[src/dgwc_pkg.sv]
// ----------------------------------------------------------------------------
// Delay gradient window control package
// Widths, reset values, register indexes and helpers shared by the block.
// ----------------------------------------------------------------------------
package dgwc_pkg;

    localparam int TS_W          = 32;
    localparam int DLY_W         = TS_W + 2;
    localparam int SUM_W         = 48;
    localparam int WIN_W         = 32;
    localparam int DGM_W         = 16;
    localparam int CFG_IDX_W     = 2;
    localparam int CFG_DATA_W    = 16;
    localparam int DEF_FRAC_BITS = 16;

    localparam logic [CFG_DATA_W-1:0] DEF_TIMEOUT  = 16'd600;
    localparam logic [CFG_DATA_W-1:0] DEF_INIT_WIN = 16'd128;

    localparam logic [CFG_IDX_W-1:0] CFG_TIMEOUT  = 2'd0;
    localparam logic [CFG_IDX_W-1:0] CFG_INIT_WIN = 2'd1;

    localparam logic OP_SEND = 1'b0;
    localparam logic OP_ACK  = 1'b1;

    typedef struct packed {
        logic busy;
        logic done;
    } t_div_sts;

    function automatic logic [WIN_W-1:0] f_load_win(input logic [CFG_DATA_W-1:0] iw,
                                                    input int frac);
        logic [SUM_W-1:0] w;
        w = {{(SUM_W-CFG_DATA_W){1'b0}}, iw} << frac;
        return (|w[SUM_W-1:WIN_W]) ? {WIN_W{1'b1}} : w[WIN_W-1:0];
    endfunction

    function automatic logic [DGM_W-1:0] f_win_int(input logic [WIN_W-1:0] win,
                                                   input int frac);
        logic [WIN_W-1:0] s;
        s = win >> frac;
        return (|s[WIN_W-1:DGM_W]) ? {DGM_W{1'b1}} : s[DGM_W-1:0];
    endfunction

    function automatic logic [DGM_W-1:0] f_floor1(input logic [DGM_W-1:0] a);
        return (a == '0) ? DGM_W'(1) : a;
    endfunction

endpackage

[src/dgwc_div.sv]
// ----------------------------------------------------------------------------
// Growth quotient divider
// Restoring divider, one quotient bit per cycle: num * 2^(2*FRAC_BITS) / den,
// saturated to the window width.
// ----------------------------------------------------------------------------
module dgwc_div #(
    parameter int FRAC_BITS = dgwc_pkg::DEF_FRAC_BITS
) (
    input  logic                          i_clk,
    input  logic                          i_rst_n,
    input  logic                          i_start,
    input  logic [dgwc_pkg::SUM_W-1:0]    i_num,
    input  logic [dgwc_pkg::SUM_W-1:0]    i_den,
    output dgwc_pkg::t_div_sts            o_sts,
    output logic [dgwc_pkg::WIN_W-1:0]    o_quot
);

    localparam int SUM_W = dgwc_pkg::SUM_W;
    localparam int WIN_W = dgwc_pkg::WIN_W;
    localparam int ITERS = SUM_W + 2 * FRAC_BITS;
    localparam int CNT_W = $clog2(ITERS + 1);

    logic [CNT_W-1:0] r_cnt;
    logic             r_busy;
    logic             r_done;
    logic [SUM_W-1:0] r_num;
    logic [SUM_W-1:0] r_den;
    logic [SUM_W-1:0] r_rem;
    logic [WIN_W-1:0] r_q;
    logic             r_ovf;
    logic             r_zden;
    logic             r_nz;

    logic [SUM_W:0]   rem_sh;
    logic [SUM_W:0]   rem_sub;
    logic             ge;

    assign rem_sh  = {r_rem, r_num[SUM_W-1]};
    assign ge      = rem_sh >= {1'b0, r_den};
    assign rem_sub = rem_sh - {1'b0, r_den};

    always_ff @(posedge i_clk) begin
        if (!i_rst_n) begin
            r_busy <= 1'b0;
            r_done <= 1'b0;
            r_cnt  <= '0;
        end else begin
            r_done <= 1'b0;
            if (i_start) begin
                r_busy <= 1'b1;
                r_cnt  <= CNT_W'(ITERS);
            end else if (r_busy) begin
                r_cnt <= r_cnt - CNT_W'(1);
                if (r_cnt == CNT_W'(1)) begin
                    r_busy <= 1'b0;
                    r_done <= 1'b1;
                end
            end
        end
    end

    always_ff @(posedge i_clk) begin
        if (i_start) begin
            r_num  <= i_num;
            r_den  <= i_den;
            r_rem  <= '0;
            r_q    <= '0;
            r_ovf  <= 1'b0;
            r_zden <= (i_den == '0);
            r_nz   <= (i_num != '0);
        end else if (r_busy) begin
            r_num <= {r_num[SUM_W-2:0], 1'b0};
            r_rem <= ge ? rem_sub[SUM_W-1:0] : rem_sh[SUM_W-1:0];
            r_q   <= {r_q[WIN_W-2:0], ge};
            r_ovf <= r_ovf | r_q[WIN_W-1];
        end
    end

    assign o_sts.busy = r_busy;
    assign o_sts.done = r_done;
    assign o_quot     = (r_zden && !r_nz) ? '0 : (r_ovf ? {WIN_W{1'b1}} : r_q);

endmodule

[src/delay_gradient_window_control.sv]
// ----------------------------------------------------------------------------
// Delay gradient window control
// Congestion window driven by send and ack events, halved on timeouts and
// congested epochs, grown by 1 + |down| / (timeout * window) otherwise.
// ----------------------------------------------------------------------------
// One transaction in gives one transaction out. A send or the first ack goes
// straight to the output state. A later ack runs the bit-serial delay
// subtractor and then the bit-serial accumulator. An ack that ends an epoch
// adds a serial compare of the two totals, then either a halving or, for
// growth, a multiply, the one bit per cycle divider and the window update.
// A finished result waits in the output register while the next transaction
// is taken.
module delay_gradient_window_control #(
    parameter int FRAC_BITS = dgwc_pkg::DEF_FRAC_BITS
) (
    input  logic                               i_clk,
    input  logic                               i_rst_n,
    input  logic                               i_in_valid,
    output logic                               o_in_stall,
    input  logic                               i_opcode,
    input  logic                               i_timeout_flag,
    input  logic [dgwc_pkg::TS_W-1:0]          i_send_time,
    input  logic [dgwc_pkg::TS_W-1:0]          i_ack_time,
    output logic                               o_out_valid,
    input  logic                               i_out_stall,
    output logic [dgwc_pkg::DGM_W-1:0]         o_window_datagrams,
    output logic                               o_congested,
    input  logic                               i_cfg_valid,
    output logic                               o_cfg_ready,
    input  logic [dgwc_pkg::CFG_IDX_W-1:0]     i_cfg_index,
    input  logic [dgwc_pkg::CFG_DATA_W-1:0]    i_cfg_data
);

    localparam int TS_W  = dgwc_pkg::TS_W;
    localparam int DLY_W = dgwc_pkg::DLY_W;
    localparam int SUM_W = dgwc_pkg::SUM_W;
    localparam int WIN_W = dgwc_pkg::WIN_W;
    localparam int DGM_W = dgwc_pkg::DGM_W;
    localparam int CNT_W = $clog2(SUM_W);

    localparam logic [CNT_W-1:0] DLY_LAST = CNT_W'(DLY_W - 1);
    localparam logic [CNT_W-1:0] SUM_LAST = CNT_W'(SUM_W - 1);
    localparam logic [WIN_W+1:0] ONE_Q    = (WIN_W + 2)'(1) << FRAC_BITS;

    localparam logic [WIN_W-1:0] RST_WIN  = dgwc_pkg::f_load_win(dgwc_pkg::DEF_INIT_WIN,
                                                                FRAC_BITS);
    localparam logic [DGM_W-1:0] RST_ACKS = dgwc_pkg::f_floor1(
                                                dgwc_pkg::f_win_int(RST_WIN, FRAC_BITS));

    localparam logic [3:0] ST_IDLE  = 4'd0;
    localparam logic [3:0] ST_DELTA = 4'd1;
    localparam logic [3:0] ST_ACC   = 4'd2;
    localparam logic [3:0] ST_CMP   = 4'd3;
    localparam logic [3:0] ST_MUL   = 4'd4;
    localparam logic [3:0] ST_DIVGO = 4'd5;
    localparam logic [3:0] ST_DIVW  = 4'd6;
    localparam logic [3:0] ST_RLD   = 4'd7;
    localparam logic [3:0] ST_OUT   = 4'd8;

    logic [3:0]       r_state;
    logic [CNT_W-1:0] r_cnt;
    logic             r_have_prev;
    logic             r_out_valid;
    logic [DGM_W-1:0] r_out_win;
    logic             r_out_cong;
    logic [15:0]      r_tmo;
    logic [WIN_W-1:0] r_win;
    logic [DGM_W-1:0] r_acks;
    logic [SUM_W-1:0] r_up;
    logic [SUM_W-1:0] r_down;
    logic             r_epoch;
    logic             r_cong;

    logic [TS_W-1:0]  r_at;
    logic [TS_W-1:0]  r_st;
    logic [TS_W-1:0]  r_pa;
    logic [TS_W-1:0]  r_ps;
    logic             r_c_da;
    logic             r_c_ds;
    logic             r_c_d;
    logic             r_da_msb;
    logic             r_ds_msb;
    logic [DLY_W-1:0] r_dly;
    logic             r_c_acc;
    logic             r_gt;
    logic [SUM_W-1:0] r_den;

    logic             in_acc;
    logic             cfg_wr;
    logic             out_load;
    logic [DGM_W-1:0] acks_dec;
    logic [WIN_W-1:0] cfg_win;

    logic             ts_phase;
    logic             da_b;
    logic             ds_b;
    logic             d_b;
    logic             c_da_n;
    logic             c_ds_n;
    logic             c_d_n;

    logic             acc_pos;
    logic             acc_a;
    logic             acc_t;
    logic             acc_s;
    logic             acc_cn;
    logic             acc_last;
    logic [SUM_W-1:0] acc_new;

    logic             cmp_gt_n;
    logic             cmp_last;

    logic [SUM_W-1:0] den_c;
    logic [WIN_W+1:0] win_sum;
    logic [WIN_W-1:0] win_grow;

    dgwc_pkg::t_div_sts   div_sts;
    logic [WIN_W-1:0]     div_quot;

    dgwc_div #(
        .FRAC_BITS (FRAC_BITS)
    ) u_div (
        .i_clk   (i_clk),
        .i_rst_n (i_rst_n),
        .i_start (r_state == ST_DIVGO),
        .i_num   (r_down),
        .i_den   (r_den),
        .o_sts   (div_sts),
        .o_quot  (div_quot)
    );

    assign o_in_stall  = (r_state != ST_IDLE);
    assign o_cfg_ready = (r_state == ST_IDLE) && !i_in_valid;
    assign in_acc      = i_in_valid && !o_in_stall;
    assign cfg_wr      = i_cfg_valid && o_cfg_ready;
    assign out_load    = (r_state == ST_OUT) && (!r_out_valid || !i_out_stall);
    assign acks_dec    = (r_acks == '0) ? '0 : r_acks - DGM_W'(1);
    assign cfg_win     = dgwc_pkg::f_load_win(i_cfg_data, FRAC_BITS);

    // Serial subtractors: ack gap, send gap, then their difference
    assign ts_phase = r_cnt < CNT_W'(TS_W);
    assign da_b     = ts_phase ? (r_at[0] ^ ~r_pa[0] ^ r_c_da) : r_da_msb;
    assign ds_b     = ts_phase ? (r_st[0] ^ ~r_ps[0] ^ r_c_ds) : r_ds_msb;
    assign c_da_n   = (r_at[0] & ~r_pa[0]) | (r_at[0] & r_c_da) | (~r_pa[0] & r_c_da);
    assign c_ds_n   = (r_st[0] & ~r_ps[0]) | (r_st[0] & r_c_ds) | (~r_ps[0] & r_c_ds);
    assign d_b      = da_b ^ ~ds_b ^ r_c_d;
    assign c_d_n    = (da_b & ~ds_b) | (da_b & r_c_d) | (~ds_b & r_c_d);

    // Serial accumulate of the delay magnitude into the selected total
    assign acc_pos  = !r_dly[DLY_W-1];
    assign acc_a    = r_dly[0] ^ r_dly[DLY_W-1];
    assign acc_t    = acc_pos ? r_up[0] : r_down[0];
    assign acc_s    = acc_t ^ acc_a ^ r_c_acc;
    assign acc_cn   = (acc_t & acc_a) | (acc_t & r_c_acc) | (acc_a & r_c_acc);
    assign acc_last = (r_cnt == SUM_LAST);
    assign acc_new  = (acc_last && acc_cn) ? {SUM_W{1'b1}}
                    : {acc_s, (acc_pos ? r_up[SUM_W-1:1] : r_down[SUM_W-1:1])};

    assign cmp_gt_n = (r_up[0] & ~r_down[0]) | (~(r_up[0] ^ r_down[0]) & r_gt);
    assign cmp_last = (r_cnt == SUM_LAST);

    assign den_c    = SUM_W'(r_tmo) * SUM_W'(r_win);
    assign win_sum  = {2'b00, r_win} + ONE_Q + {2'b00, div_quot};
    assign win_grow = (|win_sum[WIN_W+1:WIN_W]) ? {WIN_W{1'b1}} : win_sum[WIN_W-1:0];

    always_ff @(posedge i_clk) begin
        if (!i_rst_n) begin
            r_state     <= ST_IDLE;
            r_cnt       <= '0;
            r_have_prev <= 1'b0;
            r_out_valid <= 1'b0;
            r_tmo       <= dgwc_pkg::DEF_TIMEOUT;
            r_win       <= RST_WIN;
            r_acks      <= RST_ACKS;
            r_up        <= '0;
            r_down      <= '0;
            r_epoch     <= 1'b0;
            r_cong      <= 1'b0;
        end else begin
            if (out_load) begin
                r_out_valid <= 1'b1;
            end else if (!i_out_stall) begin
                r_out_valid <= 1'b0;
            end

            unique case (r_state)
                ST_IDLE: begin
                    if (in_acc) begin
                        r_cong  <= 1'b0;
                        r_epoch <= 1'b0;
                        if (i_opcode == dgwc_pkg::OP_SEND) begin
                            if (i_timeout_flag) begin
                                r_win <= r_win >> 1;
                            end
                            r_state <= ST_OUT;
                        end else if (!r_have_prev) begin
                            r_have_prev <= 1'b1;
                            r_state     <= ST_OUT;
                        end else begin
                            r_acks  <= acks_dec;
                            r_epoch <= (acks_dec == '0);
                            r_cnt   <= '0;
                            r_state <= ST_DELTA;
                        end
                    end
                end
                ST_DELTA: begin
                    if (r_cnt == DLY_LAST) begin
                        r_cnt   <= '0;
                        r_state <= ST_ACC;
                    end else begin
                        r_cnt <= r_cnt + CNT_W'(1);
                    end
                end
                ST_ACC: begin
                    if (acc_pos) begin
                        r_up <= acc_new;
                    end else begin
                        r_down <= acc_new;
                    end
                    if (acc_last) begin
                        r_cnt   <= '0;
                        r_state <= r_epoch ? ST_CMP : ST_OUT;
                    end else begin
                        r_cnt <= r_cnt + CNT_W'(1);
                    end
                end
                ST_CMP: begin
                    if (cmp_last && cmp_gt_n) begin
                        r_win   <= r_win >> 1;
                        r_cong  <= 1'b1;
                        r_up    <= '0;
                        r_down  <= '0;
                        r_cnt   <= '0;
                        r_state <= ST_RLD;
                    end else begin
                        r_up   <= {r_up[0], r_up[SUM_W-1:1]};
                        r_down <= {r_down[0], r_down[SUM_W-1:1]};
                        if (cmp_last) begin
                            r_cnt   <= '0;
                            r_state <= ST_MUL;
                        end else begin
                            r_cnt <= r_cnt + CNT_W'(1);
                        end
                    end
                end
                ST_MUL: begin
                    r_state <= ST_DIVGO;
                end
                ST_DIVGO: begin
                    r_up    <= '0;
                    r_down  <= '0;
                    r_state <= ST_DIVW;
                end
                ST_DIVW: begin
                    if (div_sts.done) begin
                        r_win   <= win_grow;
                        r_state <= ST_RLD;
                    end
                end
                ST_RLD: begin
                    r_acks  <= dgwc_pkg::f_floor1(dgwc_pkg::f_win_int(r_win, FRAC_BITS));
                    r_state <= ST_OUT;
                end
                ST_OUT: begin
                    if (out_load) begin
                        r_state <= ST_IDLE;
                    end
                end
                default: begin
                    r_state <= ST_IDLE;
                end
            endcase

            if (cfg_wr) begin
                if (i_cfg_index == dgwc_pkg::CFG_TIMEOUT) begin
                    r_tmo <= i_cfg_data;
                end else if (i_cfg_index == dgwc_pkg::CFG_INIT_WIN) begin
                    r_win  <= cfg_win;
                    r_acks <= dgwc_pkg::f_floor1(dgwc_pkg::f_win_int(cfg_win, FRAC_BITS));
                end
            end
        end
    end

    always_ff @(posedge i_clk) begin
        if (in_acc && i_opcode == dgwc_pkg::OP_ACK) begin
            if (!r_have_prev) begin
                r_pa <= i_ack_time;
                r_ps <= i_send_time;
            end else begin
                r_at   <= i_ack_time;
                r_st   <= i_send_time;
                r_c_da <= 1'b1;
                r_c_ds <= 1'b1;
                r_c_d  <= 1'b1;
            end
        end

        if (r_state == ST_DELTA) begin
            if (ts_phase) begin
                r_at     <= r_at >> 1;
                r_st     <= r_st >> 1;
                r_pa     <= {r_at[0], r_pa[TS_W-1:1]};
                r_ps     <= {r_st[0], r_ps[TS_W-1:1]};
                r_c_da   <= c_da_n;
                r_c_ds   <= c_ds_n;
                r_da_msb <= da_b;
                r_ds_msb <= ds_b;
            end
            r_c_d <= c_d_n;
            r_dly <= {d_b, r_dly[DLY_W-1:1]};
            if (r_cnt == DLY_LAST) begin
                r_c_acc <= d_b;
            end
        end

        if (r_state == ST_ACC) begin
            r_dly   <= {r_dly[DLY_W-1], r_dly[DLY_W-1:1]};
            r_c_acc <= acc_cn;
            r_gt    <= 1'b0;
        end

        if (r_state == ST_CMP) begin
            r_gt <= cmp_gt_n;
        end

        if (r_state == ST_MUL) begin
            r_den <= den_c;
        end

        if (out_load) begin
            r_out_win  <= dgwc_pkg::f_win_int(r_win, FRAC_BITS);
            r_out_cong <= r_cong;
        end
    end

    assign o_out_valid        = r_out_valid;
    assign o_window_datagrams = r_out_win;
    assign o_congested        = r_out_cong;

    a_acks_nonzero: assert property (@(posedge i_clk) disable iff (!i_rst_n)
        r_state == ST_IDLE |-> r_acks != '0)
        else $error("ack counter zero while idle");

    a_div_tracks: assert property (@(posedge i_clk) disable iff (!i_rst_n)
        r_state == ST_DIVW |-> div_sts.busy || div_sts.done)
        else $error("waiting on an idle divider");

    a_epoch_clear: assert property (@(posedge i_clk) disable iff (!i_rst_n)
        r_state == ST_OUT && r_epoch |-> r_up == '0 && r_down == '0)
        else $error("totals not cleared at epoch end");

    a_cong_epoch: assert property (@(posedge i_clk) disable iff (!i_rst_n)
        r_state == ST_OUT && r_cong |-> r_epoch)
        else $error("congested outside an epoch end");

endmodule

[config.mk]
export PLATFORM = sky130hd
export DESIGN_NAME = delay_gradient_window_control
export DESIGN_NICKNAME = d
export VERILOG_FILES = /design/src/dgwc_pkg.sv /design/src/dgwc_div.sv /design/src/delay_gradient_window_control.sv
export SDC_FILE = /design/constraint.sdc
export NUM_CORES = 2
export LEC_CHECK = 0
export ABC_CLOCK_PERIOD_IN_PS = 9000
export BUFFER_PORTS_ARGS = -buffer_cell sky130_fd_sc_hd__buf_2
export CAP_MARGIN = 10
export CORE_MARGIN = 2
export CORE_UTILIZATION = 54
export CTS_CLUSTER_DIAMETER = 80
export CTS_CLUSTER_SIZE = 10
export DETAILED_ROUTE_END_ITERATION = 7
export GPL_TIMING_DRIVEN = 1
export PLACE_DENSITY = 0.78
export SLEW_MARGIN = 20
export SYNTH_ARGS = -nofsm -noshare
export SYNTH_HDL_FRONTEND = slang
export SYNTH_HIERARCHICAL = 1
export SYNTH_SLANG_ARGS = --single-unit
[constraint.sdc]
create_clock -name i_clk -period 9 [get_ports i_clk]
set_clock_uncertainty 0.15 [all_clocks]
set_input_delay 1.8 -clock i_clk [delete_from_list [all_inputs] [get_ports i_clk]]
set_output_delay 1.8 -clock i_clk [all_outputs]
set_load 0.03 [all_outputs]
Yosys cells after proc, flatten, opt, wreduce, memory -nomap -nowiden
Cells that the tools add are included.

word-level totals
  flip-flop bits (word level) = 596
  bits of input ports = 89
  output and inout port bits = 20
  word-level logic and storage cells = 261

cells by class
  add/subtract/negate cells = 6
  $mul = 1
  $lt $le $gt $ge = 2
  equal/unequal tests = 24
  muxes and demuxes = 101
  bitwise operators = 42
  reductions and logical operators = 47

operators by type and width
  kind                      number
  $mux W32                  27
  $mux W48                  8
  $pmux W48 S3              2
  $mux W16                  9
  $pmux W32 S3              1
  $mux W33                  2
  $logic_not A16 Y1         4
  $ge A49 B48 Y1            1
  $logic_not A48 Y1         1
  $mul A16 B32 Y48          1
  $reduce_bool A48 Y1       1
  $sub A48 B48 Y48          1
  $mux W47                  1
  $mux W4                   10
  $mux W6                   6
  $pmux W4 S9               1
  $add A33 B32 Y34          1
  $add A32 B17 Y33 const B  1
  $pmux W16 S2              1
  $mux W1                   29
  $pmux W6 S4               1
  $ne A2 B2 Y1 const B      9
  $eq A4 B3 Y1 const B      4
  $reduce_and A2 Y1         8
  31 further kinds          93

Logic depth before layout (Yosys ltp)
  depth after elaboration = 11
  depth in mapped cells = 25
  gate-level depth less buffers = 23

By module
The synthesis kept the hierarchy.

modules (own cells, without submodules)
  module                         instances  cells an instance  area an instance (sq um)  seq. area each (sq um)
  delay_gradient_window_control  1          4085               35870.7                   9208.8
  dgwc_div                       1          1128               10550.1                   4744.6

Worst setup path after synthesis
OpenSTA, ideal clock, no wires.

  kind = reg2reg
  start point = register r_win[7]
  end point = register, netlist name r_den[42]
  setup time = 0.256 ns
  data arrival time = 6.286 ns
  data required time = 8.594 ns
  setup slack = 2.309 ns
  cell stages (with the launch flop) = 25
  buffers on the path = 2
  period minus slack after synthesis = 6.691 ns
  cell sequence = dfxtp_1 -> clkbuf_1 -> clkbuf_1 -> nand2_1 -> fa_1 -> inv_1 -> fa_1 -> inv_1 -> fa_1 -> inv_1 -> fa_1 -> fa_1 -> inv_1 -> fa_1 -> inv_1 -> ha_1 -> nand2_1 -> or3_1 -> a21oi_2 -> a2bb2oi_2 -> nand4_1 -> a21oi_2 -> a21oi_2 -> or4b_1 -> and4_1

RTL lines
  element                 line                                  text
  from (decl)             delay_gradient_window_control.sv:67   logic [WIN_W-1:0] r_win;
  from (signal assigned)  delay_gradient_window_control.sv:193  r_win <= r_win >> 1;
  from (signal assigned)  delay_gradient_window_control.sv:230  r_win <= r_win >> 1;
  from (signal assigned)  delay_gradient_window_control.sv:257  r_win <= win_grow;

==> flow_summary_export.csv <==
group,metric,value,unit
global_routing,grt_max_degree,146,
global_routing,grt_util_all_layers,0.2588,
placement,gp_congestion,0.9465,
cts,root_buffer,"clkbuf_16",
routing,drc,0,
setup_path,worstSetupEndpointType,"flop",
finish,layout_commonest_cell,"nand2_1",
placement,post-place-ws,1.822,ns
routing,wl_met1,49560,µm
synth,synth_cells,5212,
die,core_area,0.08515,mm²
routing,top_layer,"met4",
cts,clk_pin_slew,0.06,ns
min_path,hold_class,"reg2reg",
global_routing,grt_pass1_vias,36673,
min_path,holdPathStages,0,
die,die_x,297.2,µm
setup_path,cp_top_family,"adder cells",
cts,insertion_delay,0.64,ns
global_routing,grt_overflow_total,0,
sta,fmax,138.3,MHz
sta,period_share,0.8035,
die,io_pins,109,
routing,vias,36803,
cts,cts.hold.buffers_added,0,
die,start_util,0.5451,
placement,io_buffers,108,
setup_path,critPathMaxFanout,22,
cts,cts_sinks,596,
synth,synthesis.area,0.04641,mm²
cts,htree_levels,3,
outcome,outcome,"complete, no violations",
die,fp.dieH,297.2,µm
sta,setup_viol,0,
setup_path,cp_common_cell,"fa_1",
routing,wl_per_cell,18.28,µm
min_path,hold_path_end,"r_dly[23]",
finish,final_cell_mix,"nand2_1 (738), inv_1 (542), a21oi_1 (433), fa_1 (424), dfxtp_1 (393)",
cts,postCtsSetupRepairBufs,0,
routing,wl,115000,µm
power,p_total,7.679,mW
sta,rsz0062_at_grt,"false",
run,drv_cap,0,
synth,syn_nets,5963,
cts,cts_buffer_depth,3,
die,dieArea,0.08831,mm²
setup_path,crit_path_top_delay_cell,"dfxtp_1",
sta,maxSlewHeadroom,0.2492,
die,num_rows,107,
finish,area_growth_syn_to_layout,7.203,%
power,p_leak,21.74,nW
routing,dr.pass1.iters,6,
cts,cts_tree,"done",
routing,ant_nets,0,
synth,syn_area_per_cell,8.905,µm²
sta,worst_slack,1.768,ns
finish,final_core_util,0.5844,
routing,route.met2.wl,52490,µm
global_routing,antenna_found_initial,4,
setup_path,crit_buf_inv,3,
sta,holdWs,0.2568,ns
sta,finalSetupTns,0,ns
setup_path,start_kind,"flop",
setup_path,crit_arrival,7.45,ns
power,peakVddDrop,0.1442,mV
setup_path,r2r_cells,20,
synth,ys_warn_count,6,
finish,layout-drive-gt1-share,0.06707,
setup_path,path_cells,"nand2_1 -> fa_1 -> fa_1 -> fa_1 -> inv_1 -> fa_1 -> fa_1 -> inv_1 -> fa_1 -> inv_1 -> ha_1 -> nand2_1 -> or3_1 -> a21oi_2 -> a2bb2oi_2 -> nand4_1 -> a21oi_2 -> a21oi_2 -> or4b_1 -> and4_1",
sta,hold_viol,0,
power,power_per_cell_area,154.3,mW/mm²
setup_path,max_stage_delay,0.94,ns
cts,post_cts_resized,0,
sta,worstMarginPinSlew,1.120,ns
setup_path,timing.rr.end,"r_den[42]",
setup_path,r2r_start,"r_tmo[2]",
sta,final.min_clock_period,7.232,ns
min_path,hp-start,"r_dly[24]",
setup_path,reg2reg_slack,1.77,ns
placement,place_hpwl,82950,µm
sta,slew_viol_final,0,
setup_path,worst_ep_required_time,9.22,ns
global_routing,grt_pass1_wl,189100,µm
cts,cts_buffers,71,
finish,layout.nets,5854,
routing,routed-wl-met3,9227,µm
routing,drt_iter0_drc,3095,
setup_path,crit_type,"reg2reg",
routing,vias_per_cell,5.849,
-- stage by stage --
step	area, µm²	std cells
final	49760	6292
after global routing	49760	6292
after CTS	49740	6288
after detailed placement	47580	6174
after global placement	47580	6174
after floorplan	46410	5212
-- registers in the layout, indices dropped and copies added, names as in the netlist, 4 cells and up --
register	cells
r_up	48
u_div/r_den	48
o_window_datagrams	16
r_st	32
u_div/r_num	48
r_win	32
r_cnt	6
r_state	4
u_div/r_cnt	7
r_pa	32
u_div/r_q	32
r_ps	32
r_down	48
r_tmo	16
r_acks	16
u_div/r_rem	48
r_den	48
r_dly	34
r_at	32
-- worst max path at each step --
stage | startpoint | endpoint | slack (ns) | cells past startpoint
2_1_floorplan | r_win[7] | r_den[42] | 2.31 | 24
3_3_place_gp | r_win[7] | r_den[42] | 1.90 | 22
3_5_place_dp | r_tmo[2] | r_den[43] | 1.82 | 21
4_1_cts | r_tmo[2] | r_den[41] | 1.82 | 21
5_1_grt | r_tmo[2] | r_den[41] | 1.45 | 21
6_report | r_tmo[2] | r_den[42] | 1.77 | 20
-- where the power goes --
part	internal [mW]	leakage, nW	total [mW]	switching, mW
clock network	1.54	1.03	2.71	1.17
logic	0.659	15.6	1.60	0.938
registers	3.13	5.08	3.37	0.237
-- layout make-up --
cell class	count	area [µm²]
clock inverter	12	265.3
fill	7310	35390
antenna	4	10.01
tap	1144	1431
inverter	548	2058
clock buffer	102	1893
timing repair buffer	171	1020
sequential	596	13960
multi-input combinational	3715	29120
-- worst reg2reg max path, stage by stage (launching register included) --
cell,delay (ns)
dfxtp_1,0.94
nand2_1,0.20
fa_1,0.54
fa_1,0.51
fa_1,0.53
inv_1,0.06
fa_1,0.48
fa_1,0.49
inv_1,0.05
fa_1,0.47
inv_1,0.04
ha_1,0.35
nand2_1,0.12
or3_1,0.40
a21oi_2,0.21
a2bb2oi_2,0.22
nand4_1,0.17
a21oi_2,0.21
a21oi_2,0.15
or4b_1,0.51
and4_1,0.21
-- per-layer routing --
metal  up-vias  global-route usage
met5         -                   0
met4         0             0.09476
met3       248             0.04316
met2      1450              0.4178
met1     17817              0.3513
li1      17288                   -
(Power assumes the default switching activity.)
